==> src/design/ocp_pkg.sv <==
// ocp_pkg: shared types, constants and helper functions of the orbit camera
// depends on nothing; used by the controller, datapath and top level
package ocp_pkg;

	// fixed-point formats
	localparam int ANG_FRAC    = 12;
	localparam int CORDIC_ITER = 16;
	localparam int ITER_W      = $clog2(CORDIC_ITER);
	localparam int CW          = 34;   // cordic x, y and angle width (Q30)
	localparam int RW          = 37;   // angle reduction width (Q30)

	localparam longint TWO_PI_Q30_L = 64'sd6746518852;
	localparam logic signed [RW-1:0] TWO_PI_Q30  = RW'(64'sd6746518852);
	localparam logic signed [RW-1:0] PI_Q30      = RW'(64'sd3373259426);
	localparam logic signed [RW-1:0] HALF_PI_Q30 = RW'(64'sd1686629713);
	localparam logic signed [CW-1:0] GAIN_Q30    = CW'(64'sd652032874);
	localparam logic [14:0] TWO_PI_ANG =
		15'((TWO_PI_Q30_L + (64'sd1 <<< (29 - ANG_FRAC))) >>> (30 - ANG_FRAC));

	// action codes
	localparam logic [2:0] ACT_ORBIT    = 3'd0;
	localparam logic [2:0] ACT_ZOOM_OUT = 3'd1;
	localparam logic [2:0] ACT_ZOOM_IN  = 3'd2;
	localparam logic [2:0] ACT_RETARGET = 3'd3;
	localparam logic [2:0] ACT_LOAD     = 3'd4;

	// register indexes
	localparam logic [2:0] REG_MOVE_SPEED = 3'd0;
	localparam logic [2:0] REG_DEAD_ZONE  = 3'd1;
	localparam logic [2:0] REG_INIT_RAD   = 3'd2;
	localparam logic [2:0] REG_INIT_AZ    = 3'd3;
	localparam logic [2:0] REG_INIT_EL    = 3'd4;
	localparam logic [2:0] REG_BOTTOM     = 3'd5;
	localparam logic [2:0] REG_TOP        = 3'd6;

	// register reset values
	localparam logic [15:0] RST_MOVE_SPEED = 16'd4096;
	localparam logic [11:0] RST_DEAD_ZONE  = 12'd4;
	localparam logic [17:0] RST_INIT_RAD   = 18'd2560;
	localparam logic [15:0] RST_INIT_AZ    = 16'd0;
	localparam logic [14:0] RST_INIT_EL    = 15'd6434;
	localparam logic [14:0] RST_BOTTOM     = 15'd0;
	localparam logic [14:0] RST_TOP        = 15'd12868;

	typedef struct packed {
		logic [2:0]         action;
		logic signed [15:0] dir_x;
		logic signed [15:0] dir_y;
		logic signed [23:0] target_x;
		logic signed [23:0] target_y;
		logic signed [23:0] target_z;
	} cmd_t;

	typedef struct packed {
		logic signed [23:0] pos_x;
		logic signed [23:0] pos_y;
		logic signed [23:0] pos_z;
		logic               up_flipped;
		logic               moved;
	} pos_t;

	typedef struct packed {
		logic [2:0]  index;
		logic [17:0] wdata;
	} cfg_wr_t;

	typedef struct packed {
		logic [15:0] move_speed;
		logic [11:0] dead_zone;
		logic [17:0] initial_radius;
		logic [15:0] initial_azimuth;
		logic [14:0] initial_elevation;
		logic [14:0] bottom_angle;
		logic [14:0] top_angle;
	} cfg_regs_t;

	// controller to datapath
	typedef struct packed {
		logic              ld_cmd;
		logic              amt;
		logic              apply;
		logic              setup;
		logic              reduce;
		logic              fold;
		logic              rot;
		logic              sign;
		logic              mul1;
		logic              mul2;
		logic              load_out;
		logic [ITER_W-1:0] iter;
	} ctl_cmd_t;

	// datapath to controller
	typedef struct packed {
		logic red_done;
	} dp_stat_t;

	typedef struct packed {
		logic signed [CW-1:0] x;
		logic signed [CW-1:0] y;
		logic signed [CW-1:0] a;
	} cordic_t;

	// truncated Q30 arctangent of 2^-i
	function automatic logic signed [CW-1:0] atan_q30(logic [4:0] idx);
		logic signed [CW-1:0] v;
		unique case (idx)
			5'd0:  v = CW'(32'h3243F6A8);
			5'd1:  v = CW'(32'h1DAC6705);
			5'd2:  v = CW'(32'h0FADBAFC);
			5'd3:  v = CW'(32'h07F56EA6);
			5'd4:  v = CW'(32'h03FEAB76);
			5'd5:  v = CW'(32'h01FFD55B);
			5'd6:  v = CW'(32'h00FFFAAA);
			5'd7:  v = CW'(32'h007FFF55);
			5'd8:  v = CW'(32'h003FFFEA);
			5'd9:  v = CW'(32'h001FFFFD);
			5'd10: v = CW'(32'h000FFFFF);
			5'd11: v = CW'(32'h0007FFFF);
			5'd12: v = CW'(32'h0003FFFF);
			5'd13: v = CW'(32'h0001FFFF);
			5'd14: v = CW'(32'h0000FFFF);
			5'd15: v = CW'(32'h00007FFF);
			5'd16: v = CW'(32'h00003FFF);
			5'd17: v = CW'(32'h00001FFF);
			5'd18: v = CW'(32'h00000FFF);
			5'd19: v = CW'(32'h000007FF);
			5'd20: v = CW'(32'h000003FF);
			5'd21: v = CW'(32'h000001FF);
			5'd22: v = CW'(32'h000000FF);
			5'd23: v = CW'(32'h0000007F);
			default: v = '0;
		endcase
		return v;
	endfunction

	// one rotation-mode iteration, shifts floor toward minus infinity
	function automatic cordic_t cordic_step(cordic_t c, logic [ITER_W-1:0] i);
		cordic_t r;
		logic signed [CW-1:0] xs;
		logic signed [CW-1:0] ys;
		xs = c.x >>> i;
		ys = c.y >>> i;
		if (!c.a[CW-1]) begin
			r.x = c.x - ys;
			r.y = c.y + xs;
			r.a = c.a - atan_q30(5'(i));
		end else begin
			r.x = c.x + ys;
			r.y = c.y - xs;
			r.a = c.a + atan_q30(5'(i));
		end
		return r;
	endfunction

	// clamp to the 18 bit signed angle range
	function automatic logic signed [17:0] sat_ang(logic signed [22:0] v);
		logic signed [17:0] r;
		if (v > 23'sd131071)
			r = 18'sh1FFFF;
		else if (v < -23'sd131072)
			r = 18'sh20000;
		else
			r = v[17:0];
		return r;
	endfunction

	// clamp to the 24 bit signed coordinate range
	function automatic logic signed [23:0] sat_pos(logic signed [24:0] v);
		logic signed [23:0] r;
		if (v[24] != v[23])
			r = v[24] ? 24'sh800000 : 24'sh7FFFFF;
		else
			r = v[23:0];
		return r;
	endfunction

endpackage

==> src/design/ocp_ctrl.sv <==
// ocp_ctrl: sequencing state machine of the orbit camera
// depends on ocp_pkg for the command and status structs
module ocp_ctrl (
	input  logic              clk,
	input  logic              arst_n,
	input  logic              cmd_valid,
	output logic              cmd_ready,
	output logic              out_valid,
	input  logic              out_ready,
	output ocp_pkg::ctl_cmd_t ctl,
	input  ocp_pkg::dp_stat_t stat
);
	import ocp_pkg::*;

	typedef enum logic [10:0] {
		ST_IDLE   = 11'b000_0000_0001,
		ST_AMT    = 11'b000_0000_0010,
		ST_APPLY  = 11'b000_0000_0100,
		ST_SETUP  = 11'b000_0000_1000,
		ST_REDUCE = 11'b000_0001_0000,
		ST_FOLD   = 11'b000_0010_0000,
		ST_ROT    = 11'b000_0100_0000,
		ST_SIGN   = 11'b000_1000_0000,
		ST_MUL1   = 11'b001_0000_0000,
		ST_MUL2   = 11'b010_0000_0000,
		ST_FIN    = 11'b100_0000_0000
	} state_t;

	state_t            state_q;
	state_t            state_d;
	logic [ITER_W-1:0] iter_q;
	logic              out_valid_q;
	logic              cmd_xfer;
	logic              out_free;

	assign cmd_ready = (state_q == ST_IDLE);
	assign cmd_xfer  = cmd_valid && cmd_ready;
	assign out_valid = out_valid_q;
	assign out_free  = !out_valid_q || out_ready;

	// next state
	always_comb begin
		state_d = state_q;
		unique case (state_q)
			ST_IDLE:   if (cmd_xfer) state_d = ST_AMT;
			ST_AMT:    state_d = ST_APPLY;
			ST_APPLY:  state_d = ST_SETUP;
			ST_SETUP:  state_d = ST_REDUCE;
			ST_REDUCE: if (stat.red_done) state_d = ST_FOLD;
			ST_FOLD:   state_d = ST_ROT;
			ST_ROT:    if (iter_q == ITER_W'(CORDIC_ITER - 1)) state_d = ST_SIGN;
			ST_SIGN:   state_d = ST_MUL1;
			ST_MUL1:   state_d = ST_MUL2;
			ST_MUL2:   state_d = ST_FIN;
			ST_FIN:    if (out_free) state_d = ST_IDLE;
			default:   state_d = ST_IDLE;
		endcase
	end

	// datapath commands
	always_comb begin
		ctl          = '0;
		ctl.ld_cmd   = cmd_xfer;
		ctl.amt      = (state_q == ST_AMT);
		ctl.apply    = (state_q == ST_APPLY);
		ctl.setup    = (state_q == ST_SETUP);
		ctl.reduce   = (state_q == ST_REDUCE);
		ctl.fold     = (state_q == ST_FOLD);
		ctl.rot      = (state_q == ST_ROT);
		ctl.sign     = (state_q == ST_SIGN);
		ctl.mul1     = (state_q == ST_MUL1);
		ctl.mul2     = (state_q == ST_MUL2);
		ctl.load_out = (state_q == ST_FIN) && out_free;
		ctl.iter     = iter_q;
	end

	// state, iteration counter and result valid
	always_ff @(posedge clk or negedge arst_n) begin
		if (!arst_n) begin
			state_q     <= ST_IDLE;
			iter_q      <= '0;
			out_valid_q <= 1'b0;
		end else begin
			state_q <= state_d;
			if (state_q == ST_ROT)
				iter_q <= iter_q + 1'b1;
			else
				iter_q <= '0;
			if (ctl.load_out)
				out_valid_q <= 1'b1;
			else if (out_ready)
				out_valid_q <= 1'b0;
		end
	end

endmodule

==> config.mk <==
export PLATFORM = sky130hd
export DESIGN_NAME = ocp_ctrl
export DESIGN_NICKNAME = d
export VERILOG_FILES = /design/src/design/ocp_pkg.sv /design/src/design/ocp_ctrl.sv
export SDC_FILE = /design/constraint.sdc
export NUM_CORES = 1
export LEC_CHECK = 0
export ABC_AREA = 1
export BUFFER_PORTS_ARGS = -buffer_cell sky130_fd_sc_hd__buf_2
export CORE_ASPECT_RATIO = 1.4
export CORE_UTILIZATION = 45
export CTS_CLUSTER_DIAMETER = 30
export DETAILED_ROUTE_END_ITERATION = 16
export HOLD_SLACK_MARGIN = 0.1
export PLACE_DENSITY_LB_ADDON = 0.2
export SLEW_MARGIN = 20
export SYNTH_ARGS = -nofsm -noshare
export SYNTH_HDL_FRONTEND = slang
export SYNTH_SLANG_ARGS = --single-unit
==> constraint.sdc <==
create_clock -name clk -period 1.3 [get_ports clk]
set_input_delay 0.065 -clock clk [delete_from_list [all_inputs] [get_ports clk]]
set_output_delay 0.065 -clock clk [all_outputs]
set_load 0.005 [all_outputs]
==> impl_metrics.tcl <==
set metrics [dict create \
    outcome "finished, violations left" \
    violations_in_the_final_reports "setup timing" \
    cts_max_level 1 \
    synth_nets 127 \
    num_antenna_cells 0 \
    drc 0 \
    buffer_type_at_the_clock_tree_root "clkbuf_4" \
    timing.final.max_slew_violations 0 \
    placed_area_um2 1089 \
    timing.max_cap.violations 0 \
    clock_latency_ns 0.29 \
    layout-area-overhead-vs-synth_pct 57.69 \
    final_area_um2 1399 \
    horizontal_die_dimension_um 39.53 \
    finClkSkew_ns 0.004553 \
    worstSetupStartpointType "flip-flop" \
    library_cell_contributing_the_largest_single_delay_on_the_critical_path "dfrtp_1" \
    cellLeakagePower_nw 0.8831 \
    cts.sinks 16 \
    post-dp-hpwl_um 1453 \
    ios 22 \
    layout_setup_ws_ns -0.2455 \
    critical_path.cell_chain "nor2_4 > inv_1 > nor2_2 > nand2_1 > inv_1 > buf_2" \
    utilization 0.7764 \
    routed_wirelength_um 2398 \
    cts_inserted_buffers 3 \
    synth_sequential_area_ratio 0.4528 \
    cts_tree "built" \
    avgSynthCellArea_um2 7.331 \
    route.detailed.wl_per_inst_um 12.76 \
    placeableCoreArea_um2 1802 \
    largest_net_degree_at_the_start_of_global_routing 17 \
    ant_nets 0 \
    shortest_period_the_worst_path_allows_ns 1.545 \
    dr.pass1.iters 4 \
    reg2reg_slack_ns -0.24 \
    vias 917 \
    holdCritPathClass "input pin to async pin" \
    placement_rows 18 \
    grt_first_pass_wirelength_um 3277 \
    dieHeight_um 54.54 \
    via_count_of_the_first_global_routing_pass 817 \
    timing.critical_path.to_type "output pin" \
    final-hold-violation-count 0 \
    groute.usage.overall 0.2231 \
    cp_slowest_stage_delay_ns 0.43 \
    antenna_violations_before_repair 0 \
    post_route_cells_drive_above_1_share 0.5000 \
    p_per_area_nw_per_um2 1673 \
    clock_tree.buffer_depth 2 \
    rsz0062_at_grt "true" \
    worst_slew_slack_as_a_fraction_of_its_limit 0.7506 \
    via_per_inst 4.878 \
    ir_worst_vdd_v 0.001306 \
    ys_ff_latch 16 \
    placement.io_buffers 21 \
    initial_cell_density_of_the_core 0.4924 \
    worst-endpoint-required_ns 1.24 \
    timing_worst_slew_pin_value_ns 0.3741 \
    final_min_period_over_clock_period 1.189 \
    syn-cell-area_um2 887.1 \
    clkTransAtPathRegs_ns 0.10 \
    drtIter0Drc 15 \
    synth_unique_cells 19 \
    achievable-frequency_mhz 647.0 \
    final_count_of_negative_setup_slack_endpoints 21 \
    critPathArrivalTime_ns 1.48 \
    synth_warnings 0 \
    criticalPathCategory "flip-flop to output pin" \
    fin_nets 175 \
    crit_path_max_fanout 3 \
    global_route.overflow_total 0 \
    critPathMostFrequentCell "inv_1" \
    post_synth_inst_count 121 \
    die_area_um2 2156 \
    gp_congestion 0.8702 \
]
## per-layer routing
| metal | global-route usage | vias up | part of all wire | wire [µm] |
|---|---|---|---|---|
| met2 | 0.3934 | 29 | 0.56 | 1338 |
| met4 | 0.09770 | 0 | 0.020 | 47 |
| met3 | 0.04065 | 6 | 0.040 | 95 |
| met5 | 0 | - | 0 | 0 |
| met1 | 0.2533 | 433 | 0.38 | 915 |
| li1 | - | 449 | - | - |
## critical path: cells and delay by family (launching register included)
kind / cells / cell delay [ns]
AND/OR/NAND/NOR: 3 / 0.47
buffers and inverters: 3 / 0.28
flip-flops: 1 / 0.43
## sequential cells by signal, indices dropped and copies added (netlist names)
register / cells
state_q: 11
iter_q: 4
out_valid: 1
## cell type report
type / count / area, µm²
inverters: 26 / 100.1
flip-flops and latches: 16 / 401.6
well taps: 20 / 25.02
multi-input cells: 77 / 533.0
clock buffers: 4 / 36.28
fillers: 133 / 402.9
repair buffers: 45 / 302.8
## per-stage QoR
stage / hold WS [ns] / power [mW] / setup slack (ns) / TNS (ns) / cells
final: 0.2062 / 2.341 / -0.2455 / -3.672 / 188
after global routing: 0.2395 / 2.488 / -0.3201 / -5.113 / 188
after CTS: 0.2141 / 2.010 / -0.2266 / -2.967 / 184
after detailed placement: 0.0007685 / 1.463 / -0.07551 / -0.1923 / 169
after global placement: -0.004251 / 1.448 / -0.05382 / -0.07744 / 169
after floorplan: -0.2306 / 1.234 / 0.01910 / 0 / 121
## cells in the final DEF (no fill, tap or decap), drive strengths merged
| master | instances |
|---|---|
| nor3 | 3 |
| ha | 1 |
| inv | 26 |
| dfrtp | 15 |
| nand3 | 8 |
| nor4 | 1 |
| o21ai | 2 |
| clkbuf | 4 |
| nand2 | 28 |
| xor2 | 1 |
| buf | 41 |
| xnor2 | 1 |
| nand3b | 1 |
| nor2 | 31 |
| dfstp | 1 |
| dlygate4sd3 | 4 |
## power by group
| group | leakage (nW) | total, mW | internal (mW) | switching [mW] |
|---|---|---|---|---|
| clock network | 0.0210 | 0.337 | 0.171 | 0.167 |
| logic | 0.644 | 1.34 | 0.581 | 0.764 |
| registers | 0.218 | 0.659 | 0.582 | 0.0771 |
## cells by family (layout without fill, tap and decap cells)
| family | count (synthesis) | after routing | share of synthesized area |
|---|---|---|---|
| flip-flops | 16 | 16 | 0.4528 |
| AO/OA/AOI/OAI | 2 | 2 | 0.01128 |
| XOR/XNOR | 2 | 2 | 0.01975 |
| adder cells (fa/ha/maj) | 1 | 1 | 0.01410 |
| AND/OR/NAND/NOR | 72 | 72 | 0.3738 |
| buffers and inverters | 28 | 75 | 0.1283 |
## cell usage after synthesis
master | n | share of area
xor2_1 | 1 | 0.0099
o21ai_0 | 2 | 0.011
nand2_2 | 3 | 0.021
xnor2_1 | 1 | 0.0099
nor2_1 | 25 | 0.11
nor4_1 | 1 | 0.0071
dfstp_2 | 1 | 0.030
dfrtp_1 | 15 | 0.42
nand2_1 | 25 | 0.11
buf_4 | 2 | 0.017
nor2_2 | 4 | 0.028
inv_1 | 25 | 0.11
nand3b_2 | 1 | 0.013
nor2_4 | 2 | 0.025
nand3_2 | 1 | 0.011
clkinv_2 | 1 | 0.0056
ha_1 | 1 | 0.014
nor3_1 | 3 | 0.017
nand3_1 | 7 | 0.039
## repair_timing
item | 4_1_cts | 5_1_grt
gates resized for setup | 14 | 27
endpoints found under the setup margin | 17 | 19
endpoints found under the hold margin | 19 | 0
cloned | 0 | 0
hold buffers | 4 | 0
pin swaps | 9 | 14
setup buffers | 7 | 4
## worst paths after layout
check | start | endpoint | cells past startpoint
setup / recovery | state_q[6] | ctl[10] | 6
hold / removal | arst_n | out_valid | 2
setup reg to reg | state_q[0] | state_q[6] | 10
hold reg to reg | iter_q[0] | iter_q[0] | 2
max in group asynchronous | arst_n | state_q[0] | 2
min in group clk | out_ready | out_valid | 3
Power figures use the tool's default switching activity.
